[src/hdl/fcs_pkg.sv]
// Shared types and codes for the FIFO with content statistics.
package fcs_pkg;

	localparam int unsigned VALUE_W = 32;
	localparam int unsigned COUNT_OUT_W = 5;

	localparam logic [1:0] ACT_PUSH = 2'd0;
	localparam logic [1:0] ACT_POP = 2'd1;
	localparam logic [1:0] ACT_REPORT = 2'd2;

	localparam logic [1:0] ST_DONE = 2'd0;
	localparam logic [1:0] ST_FULL = 2'd1;
	localparam logic [1:0] ST_EMPTY = 2'd2;

	typedef struct packed {
		logic [1:0] action;
		logic signed [VALUE_W-1:0] push_value;
	} cmd_t;

	typedef struct packed {
		logic [1:0] status;
		logic signed [VALUE_W-1:0] popped_value;
		logic [COUNT_OUT_W-1:0] entry_count;
		logic signed [VALUE_W-1:0] largest;
		logic signed [VALUE_W-1:0] smallest;
		logic signed [VALUE_W-1:0] mean_value;
	} rsp_t;

endpackage

[src/hdl/fcs_stream_if.sv]
// Valid/ready channel interface that carries one payload per transfer.
interface fcs_stream_if #(
	parameter type T = logic
) ();
	logic valid;
	logic ready;
	T data;

	modport source (output valid, output data, input ready);
	modport sink (input valid, input data, output ready);
endinterface

[src/hdl/fcs_ram.sv]
// Entry storage: one write port and one registered read port.
module fcs_ram #(
	parameter int unsigned DEPTH = 16,
	parameter int unsigned AW = 4
) (
	input logic clk,
	input logic wr_en,
	input logic [AW-1:0] wr_addr,
	input logic [31:0] wr_data,
	input logic rd_en,
	input logic [AW-1:0] rd_addr,
	output logic [31:0] rd_data
);
	logic [31:0] entry_q [DEPTH];
	logic [31:0] rd_data_q;

	always_ff @(posedge clk) begin
		if (wr_en) begin
			entry_q[wr_addr] <= wr_data;
		end
		if (rd_en) begin
			rd_data_q <= entry_q[rd_addr];
		end
	end

	assign rd_data = rd_data_q;
endmodule

[src/hdl/fcs_divider.sv]
// Iterative restoring divider: signed dividend by positive count, one bit per cycle.
module fcs_divider #(
	parameter int unsigned DW = 37,
	parameter int unsigned VW = 5
) (
	input logic clk,
	input logic arst_n,
	input logic start,
	input logic [DW-1:0] dividend,
	input logic [VW-1:0] divisor,
	output logic done,
	output logic [31:0] quotient
);
	localparam int unsigned NW = $clog2(DW + 1);

	logic busy_q;
	logic done_q;
	logic [NW-1:0] step_q;
	logic [VW-1:0] rem_q;
	logic [VW-1:0] den_q;
	logic [DW-1:0] quo_q;
	logic neg_q;

	logic [VW:0] trial;
	logic [VW:0] diff;
	logic fits;
	logic [DW-1:0] mag;
	logic [DW-1:0] quo_signed;

	assign trial = {rem_q, quo_q[DW-1]};
	assign diff = trial - {1'b0, den_q};
	assign fits = trial >= {1'b0, den_q};
	assign mag = dividend[DW-1] ? (~dividend + DW'(1)) : dividend;
	assign quo_signed = neg_q ? (~quo_q + DW'(1)) : quo_q;
	assign quotient = quo_signed[31:0];
	assign done = done_q;

	always_ff @(posedge clk or negedge arst_n) begin
		if (!arst_n) begin
			busy_q <= 1'b0;
			done_q <= 1'b0;
			step_q <= '0;
		end else begin
			done_q <= 1'b0;
			if (start) begin
				busy_q <= 1'b1;
				step_q <= NW'(DW);
			end else if (busy_q) begin
				step_q <= step_q - NW'(1);
				if (step_q == NW'(1)) begin
					busy_q <= 1'b0;
					done_q <= 1'b1;
				end
			end
		end
	end

	always_ff @(posedge clk) begin
		if (start) begin
			quo_q <= mag;
			rem_q <= '0;
			den_q <= divisor;
			neg_q <= dividend[DW-1];
		end else if (busy_q) begin
			rem_q <= fits ? diff[VW-1:0] : trial[VW-1:0];
			quo_q <= {quo_q[DW-2:0], fits};
		end
	end
endmodule

[src/hdl/fifo_with_content_statistics.sv]
// From the command transfer to a valid result: a scan that reads each held entry in turn, a
// drain of the last read, one bit per cycle in the divider, then result loading, which waits
// while rsp.ready holds off an earlier result. An empty queue skips the division. Throughput:
// one command at a time; cmd.ready is high only while idle, so no new command is taken before
// the previous result is loaded.
// Reset (arst_n, asynchronous, active low) empties the queue; entry storage is not cleared.
module fifo_with_content_statistics #(
	parameter int unsigned DEPTH = 16
) (
	input logic clk,
	input logic arst_n,
	fcs_stream_if.sink cmd,
	fcs_stream_if.source rsp
);
	import fcs_pkg::*;

	// Index, count and sum widths. The sum holds DEPTH values of 32 bits without overflow.
	localparam int unsigned AW = (DEPTH > 1) ? $clog2(DEPTH) : 1;
	localparam int unsigned CW = $clog2(DEPTH + 1);
	localparam int unsigned SW = VALUE_W + CW;

	typedef enum logic [4:0] {
		S_IDLE = 5'b00001,
		S_SCAN = 5'b00010,
		S_DIV_GO = 5'b00100,
		S_DIV_WAIT = 5'b01000,
		S_DONE = 5'b10000
	} state_t;

	state_t state_q;
	logic [AW-1:0] head_q;
	logic [AW-1:0] tail_q;
	logic [CW-1:0] count_q;
	logic [AW-1:0] scan_idx_q;
	logic [CW-1:0] issue_q;
	logic rd_vld_s1;
	logic pop_s1;
	logic first_q;
	logic rsp_valid_q;

	logic signed [VALUE_W-1:0] big_q;
	logic signed [VALUE_W-1:0] small_q;
	logic signed [SW-1:0] sum_q;
	logic signed [VALUE_W-1:0] popped_q;
	logic signed [VALUE_W-1:0] mean_q;
	logic [1:0] status_q;
	rsp_t rsp_q;

	logic accept;
	logic do_push;
	logic do_pop;
	logic scan_issue;
	logic scan_end;
	logic rsp_load;
	logic ram_wr_en;
	logic ram_rd_en;
	logic [AW-1:0] ram_rd_addr;
	logic [31:0] ram_rd_data;
	logic signed [VALUE_W-1:0] scan_val;
	logic div_start;
	logic div_done;
	logic [31:0] div_quotient;
	logic [AW-1:0] head_next;
	logic [AW-1:0] tail_next;
	logic [AW-1:0] scan_idx_next;

	// Ring pointers wrap at DEPTH, which need not be a power of two.
	assign head_next = (head_q == AW'(DEPTH - 1)) ? '0 : head_q + AW'(1);
	assign tail_next = (tail_q == AW'(DEPTH - 1)) ? '0 : tail_q + AW'(1);
	assign scan_idx_next = (scan_idx_q == AW'(DEPTH - 1)) ? '0 : scan_idx_q + AW'(1);

	assign cmd.ready = (state_q == S_IDLE);
	assign accept = cmd.valid && cmd.ready;
	assign do_push = (cmd.data.action == ACT_PUSH) && (count_q != CW'(DEPTH));
	assign do_pop = (cmd.data.action == ACT_POP) && (count_q != '0);

	// The scan issues one read per cycle; its data comes back in the following cycle.
	assign scan_issue = (state_q == S_SCAN) && (issue_q != count_q);
	assign scan_end = (state_q == S_SCAN) && (issue_q == count_q) && !rd_vld_s1;
	assign scan_val = ram_rd_data;

	// The pop read shares the read port with the scan; it is issued at the command transfer.
	assign ram_wr_en = accept && do_push;
	assign ram_rd_en = (accept && do_pop) || scan_issue;
	assign ram_rd_addr = (state_q == S_IDLE) ? head_q : scan_idx_q;

	assign div_start = (state_q == S_DIV_GO);
	assign rsp_load = (state_q == S_DONE) && (!rsp_valid_q || rsp.ready);

	fcs_ram #(
		.DEPTH(DEPTH),
		.AW(AW)
	) u_ram (
		.clk(clk),
		.wr_en(ram_wr_en),
		.wr_addr(tail_q),
		.wr_data(cmd.data.push_value),
		.rd_en(ram_rd_en),
		.rd_addr(ram_rd_addr),
		.rd_data(ram_rd_data)
	);

	fcs_divider #(
		.DW(SW),
		.VW(CW)
	) u_divider (
		.clk(clk),
		.arst_n(arst_n),
		.start(div_start),
		.dividend(sum_q),
		.divisor(count_q),
		.done(div_done),
		.quotient(div_quotient)
	);

	// Sequencer and queue bookkeeping.
	always_ff @(posedge clk or negedge arst_n) begin
		if (!arst_n) begin
			state_q <= S_IDLE;
			head_q <= '0;
			tail_q <= '0;
			count_q <= '0;
			scan_idx_q <= '0;
			issue_q <= '0;
			rd_vld_s1 <= 1'b0;
			pop_s1 <= 1'b0;
			first_q <= 1'b0;
			rsp_valid_q <= 1'b0;
		end else begin
			rd_vld_s1 <= scan_issue;
			if (rsp_load) begin
				rsp_valid_q <= 1'b1;
			end else if (rsp.ready) begin
				rsp_valid_q <= 1'b0;
			end
			unique case (state_q)
				S_IDLE: begin
					if (accept) begin
						pop_s1 <= do_pop;
						first_q <= 1'b1;
						issue_q <= '0;
						if (do_push) begin
							tail_q <= tail_next;
							count_q <= count_q + CW'(1);
						end
						if (do_pop) begin
							head_q <= head_next;
							scan_idx_q <= head_next;
							count_q <= count_q - CW'(1);
						end else begin
							scan_idx_q <= head_q;
						end
						state_q <= S_SCAN;
					end
				end
				S_SCAN: begin
					pop_s1 <= 1'b0;
					if (scan_issue) begin
						issue_q <= issue_q + CW'(1);
						scan_idx_q <= scan_idx_next;
					end
					if (rd_vld_s1) begin
						first_q <= 1'b0;
					end
					if (scan_end) begin
						// An empty queue needs no division; the mean is zero.
						state_q <= (count_q == '0) ? S_DONE : S_DIV_GO;
					end
				end
				S_DIV_GO: begin
					state_q <= S_DIV_WAIT;
				end
				S_DIV_WAIT: begin
					if (div_done) begin
						state_q <= S_DONE;
					end
				end
				S_DONE: begin
					if (rsp_load) begin
						state_q <= S_IDLE;
					end
				end
				default: begin
					state_q <= S_IDLE;
				end
			endcase
		end
	end

	// Statistics datapath: one compare pair and one adder, used once per held entry.
	always_ff @(posedge clk) begin
		if (accept) begin
			big_q <= '0;
			small_q <= '0;
			sum_q <= '0;
			popped_q <= '0;
			mean_q <= '0;
			if ((cmd.data.action == ACT_PUSH) && !do_push) begin
				status_q <= ST_FULL;
			end else if ((cmd.data.action == ACT_POP) && !do_pop) begin
				status_q <= ST_EMPTY;
			end else begin
				status_q <= ST_DONE;
			end
		end
		if (pop_s1) begin
			popped_q <= ram_rd_data;
		end
		if (rd_vld_s1) begin
			if (first_q) begin
				big_q <= scan_val;
				small_q <= scan_val;
				sum_q <= SW'(scan_val);
			end else begin
				if (scan_val > big_q) begin
					big_q <= scan_val;
				end
				if (scan_val < small_q) begin
					small_q <= scan_val;
				end
				sum_q <= sum_q + SW'(scan_val);
			end
		end
		if ((state_q == S_DIV_WAIT) && div_done) begin
			mean_q <= div_quotient;
		end
		if (rsp_load) begin
			rsp_q.status <= status_q;
			rsp_q.popped_value <= popped_q;
			rsp_q.entry_count <= COUNT_OUT_W'(count_q);
			rsp_q.largest <= big_q;
			rsp_q.smallest <= small_q;
			rsp_q.mean_value <= mean_q;
		end
	end

	assign rsp.valid = rsp_valid_q;
	assign rsp.data = rsp_q;
endmodule

[src/flat_wrapper.sv]
// flat-port wrapper written by rule: the top's interface ports become plain ports
module fifo_with_content_statistics_flat import fcs_pkg::*;
#(
	parameter int unsigned DEPTH = 16
)
  (clk, arst_n, cmd_valid, cmd_data, cmd_ready, rsp_valid, rsp_data, rsp_ready);
  fcs_stream_if #(.T(cmd_t)) cmd_i ();
  fcs_stream_if #(.T(rsp_t)) rsp_i ();
  input logic clk;
  input logic arst_n;
  input wire logic [$bits(cmd_i.valid)-1:0] cmd_valid;
  input wire logic [$bits(cmd_i.data)-1:0] cmd_data;
  output wire logic [$bits(cmd_i.ready)-1:0] cmd_ready;
  output wire logic [$bits(rsp_i.valid)-1:0] rsp_valid;
  output wire logic [$bits(rsp_i.data)-1:0] rsp_data;
  input wire logic [$bits(rsp_i.ready)-1:0] rsp_ready;
  assign cmd_i.valid = cmd_valid;
  assign cmd_i.data = cmd_data;
  assign cmd_ready = cmd_i.ready;
  assign rsp_valid = rsp_i.valid;
  assign rsp_data = rsp_i.data;
  assign rsp_i.ready = rsp_ready;
  fifo_with_content_statistics #(.DEPTH(DEPTH)) u_core (.clk(clk), .arst_n(arst_n), .cmd(cmd_i), .rsp(rsp_i));
endmodule
[config.mk]
export PLATFORM = sky130hd
export DESIGN_NAME = fifo_with_content_statistics_flat
export DESIGN_NICKNAME = d
export VERILOG_FILES = /design/src/hdl/fcs_pkg.sv /design/src/hdl/fcs_stream_if.sv /design/src/hdl/fcs_ram.sv /design/src/hdl/fcs_divider.sv /design/src/hdl/fifo_with_content_statistics.sv /design/src/flat_wrapper.sv
export SDC_FILE = /design/constraint.sdc
export NUM_CORES = 1
export LEC_CHECK = 0
export BUFFER_PORTS_ARGS = -buffer_cell sky130_fd_sc_hd__buf_2
export CORE_UTILIZATION = 40
export DETAILED_ROUTE_END_ITERATION = 10
export PLACE_DENSITY_LB_ADDON = 0.1
export SLEW_MARGIN = 10
export SYNTH_ARGS = -nofsm -noshare
export SYNTH_HDL_FRONTEND = slang
export SYNTH_SLANG_ARGS = --single-unit
[constraint.sdc]
create_clock -name clk -period 20.2 [get_ports clk]
set_clock_uncertainty 0.2 [all_clocks]
set_input_delay 1.01 -clock clk [delete_from_list [all_inputs] [get_ports clk]]
set_output_delay 1.01 -clock clk [all_outputs]
set_load 0.01 [all_outputs]
==> parameters.txt <==
Parameter                              Value

Clock tree
  Number of buffers created by CTS ... 100
  CTS hold repair buffers ... 0
  Number of levels in the clock H-tree ... 3
  Clock latency on the worst-skew pair ... between 600 and 700 ps
  Clock tree root driver cell ... clkbuf_16
  Post-cts gate resize count ... 0
  Post-CTS setup repair buffer count ... 0
  Clock tree from TritonCTS ... done
  Sinks on Clock Net ... 933
  Clock transition at the registers of the reported paths ... approximately 60 ps
  CTS Buffer Depth ... 3

Layout
  Most used cells in the layout excluding fill and tap cells ... edfxtp_1 (825), nand2_1 (209), nor2_1 (194)
  Layout cells sized above 1 ... around a fifth
  Area growth from synthesis to layout ... 15.6%
  Leading cell type in the layout, fill and taps excluded ... edfxtp_1
  Diode insertion count for antenna repair ... 0
  Net count of the finished layout ... ~3100

Route
  DRC violations left ... 0
  Iter 0 DRT Violations ... slightly below 2000
  Per-cell via count in the routed design ... 5.50
  Aggregate routed wire length ... 102000 µm
  Wirelength per Cell ... 23.4 µm
  First-pass iteration count of the detailed router ... 7
  Vias post-DR ... ~24000
  Antenna Nets Post-Route ... 0

Die
  Total die area ... between 100000 and 150000 µm²
  Number of top-level design ports ... roughly 180
  Placement row count ... between 100 and 150
  Height of the chip ... around 320 µm
  Initial Util ... approximately two fifths
  Width of the die ... about 320 µm
  Core area ... 100000 µm²

Logic synthesis
  Synth unique cells ... between 70 and 80
  #FFs+latches synth ... 933
  Simple-gate share of the synthesized area ... 8.56%
  Asr flop ratio synth ... between 4 and 5%
  Cell type with the largest total area after synthesis ... edfxtp_1
  Portion of netlist area occupied by mux cells ... ~8.5%
  Post-Synthesis Cell Area ... ~40000 µm²
  Synthesized area per cell ... approximately 15 µm²
  Largest family of logic cells by synthesized area ... simple AND/OR/NAND/NOR gates
  Proportion of netlist area held by the largest area contributor ... 61.2%
  Top area cells in the synthesized netlist ... edfxtp_1 (61%), mux4_2 (7.1%), ha_1 (3.6%)
  Seq/Total Area, Yosys ... 67.1%
  Number of enable-type register cells in the synthesized netlist ... about 830
  Cell count after synthesis ... around 2800
  Complex-gate fraction of the synthesized area ... under 10%
  Total of warnings raised by yosys ... 0
  Adder-Cell Fraction of Synth Area ... 3.80%
  Net Count, Synth ... 2920
  Commonest register cell after synthesis ... edfxtp_1
  Xor/xnor cell area share of the yosys netlist ... under 10%

Power
  Net switching power figure ... between 2000 and 3000 µW
  PD cells ... around 160 nW/µm²
  Sequential group share of total power ... 38.0%
  Net switching share of the total power ... a little over a third
  Proportion of power drawn by the clock network ... between 20% and 30%
  Static leakage ... approximately 0.017 µW
  IR Drop Worst-Case VDD ... between 0.15 and 0.2 mV
  Internal power summed over all cells ... between 4000 and 5000 µW
  Combinational power share ... 34.8%

Global route
  Initial antenna violation count ... 14
  Number of global-route vias before repair ... approximately 24000
  Global routing usage summed across all routing layers ... 20.0%
  Overflow left after global routing ... 0
  Global-route wire length before repair ... 154000 µm
  Maximum number of pins on one net before global-route repair ... 98

Timing
  Remaining max-slew budget at the tightest pin ... about a fifth
  Total count of hold-check failures in the final report ... 0
  Setup repair after global routing missed its margin ... false
  Min cycle time layout ... 5200 ps
  Setup total negative slack ... 0 ps
  Highest Clock Rate ... 192 MHz
  Pins over their slew limit ... 0
  Final Cycle Share ... 25.8%
  Setup violations, final ... 0
  Actual transition at the worst max-transition pin ... 1210 ps
  Final Worst Setup Slack ... between 10000 and 15000 ps

Critical path
  Cell depth of the worst flop-to-flop path ... 9
  Beginning of the worst register-to-register path ... u_core.state_q[1]
  Endpoint arrival time on the critical path ... around 5400 ps
  CP max FO ... 64
  Reg-to-Reg End ... u_core.u_ram.rd_data[21]
  Crit path launch type ... flop
  Path type of the worst setup path ... flop to flop
  Endpoint kind of the worst setup timing path ... flop
  Endpoint required time on the critical path ... between 20000 and 25000 ps
  Reg-to-reg slack, setup ... 15000 ps

Placed design
  Port Buffers ... about 170
  Post-detail-place hpwl ... 62900 µm
  DP Worst Slack ... 14970 ps
  Weighted congestion at the end of routability-driven global placement ... ~0.84

Hold path
  Tightest Hold Check Type ... flop to flop
  Worst Hold Path EP ... u_core.rsp.data[10]
  Cell depth of the worst hold path ... 0
  Origin of the worst min-delay path ... u_core.mean_q[10]

Job
  Max capacitance violation total ... 0

Run status
  Run status ... complete, no violations
worst max-delay path by stage:
stage / start / end / slack [ps]
6_report: u_core.state_q[1] / u_core.u_ram.rd_data[21] / 15000
5_1_grt: u_core.state_q[1] / u_core.u_ram.rd_data[21] / 14640
4_1_cts: u_core.state_q[1] / u_core.u_ram.rd_data[12] / 14950
3_5_place_dp: u_core.state_q[1] / u_core.u_ram.rd_data[14] / 14970
3_3_place_gp: u_core.state_q[1] / u_core.u_ram.rd_data[21] / 15070
2_1_floorplan: rsp_ready / u_core.rsp.data[0] / 11770
logic make-up (layout without fill, tap and decap cells):
logic type      Yosys count  count (layout)
compound gates          481             481
xor+xnor                111             111
fa+ha+maj               121             121
buf+inv                 221             521
flops                   933             933
mux                     180             180
simple gates            714             714
flip-flops by register name (all words and copies together) (netlist names), 2 cells and up:
name and count:
u_core.u_divider.step_q 6, u_core.count_q 5, u_core.u_ram.entry_q 512, u_core.state_q 5, u_core.rsp.data 135, u_core.mean_q 32, u_core.sum_q 37, u_core.big_q 32
u_core.issue_q 5, u_core.popped_q 32, u_core.scan_idx_q 4, u_core.tail_q 4, u_core.u_ram.rd_data 32, u_core.u_divider.quo_q 37, u_core.head_q 4, u_core.u_divider.rem_q 5
u_core.u_divider.den_q 5, u_core.small_q 32, u_core.status_q 2
cell usage after synthesis, types with 36 or more instances:
cell      number
inv_1         95
nand3_1       52
nand4_1       43
a31oi_1       63
xor2_1        85
edfxtp_1     825
a21oi_1       82
ha_1         118
and2_1        87
a211oi_1      48
nor2_1       194
mux2_2        36
clkbuf_1      96
a21o_1        56
nand2_1      210
dfxtp_1       69
o21ai_0      133
mux4_2       128
dfrtp_1       38
per-layer routing:
layer	part of all wire, %	GRT usage [%]	wire length, µm
met1	42	25.3	43000
met2	51	35.3	51700
met3	4.9	3.28	5030
met4	2.3	5.90	2320
met5	0.078	0	80
power by group through the flow:
stage	combinational (µW)	clock (µW)	sequential, µW
finish	2580	2020	2820
global route	2860	2140	2850
CTS	2610	2060	2820
detailed placement	2600	0	2860
global placement	2550	0	2850
floorplan	1920	0	2720
critical path, cell delays in order, from the launching register on:
cell and delay, ps:
dfrtp_1 420, nor3_1 260, nand3b_1 510, mux2i_4 990
buf_4 720, buf_4 860, mux4_2 400, and2_1 160
a211oi_1 240, a31oi_1 60
cell type report:
class	instances	area, µm²
Clock inverter	65	995
Multi-Input combinational cell	1607	12600
Inverter	95	357
Sequential cell	933	27100
Fill cell	8725	53400
Timing Repair Buffer	237	1360
Tap cell	1298	1620
Clock buffer	124	2680
metrics by stage:
stage          util (%)  area [µm²]  power, µW  hold slack [ps]  instances
2_1_floorplan         -       40500       4640              200       2761
3_3_place_gp       43.0       43100       5400              205       4170
3_5_place_dp       43.0       43100       5460              205       4170
4_1_cts            46.7       46800       7500              203       4359
5_1_grt            46.7       46800       7850              219       4359
6_report           46.7       46800       7410              201       4359
No activity file was read; power rests on OpenSTA's default activity.
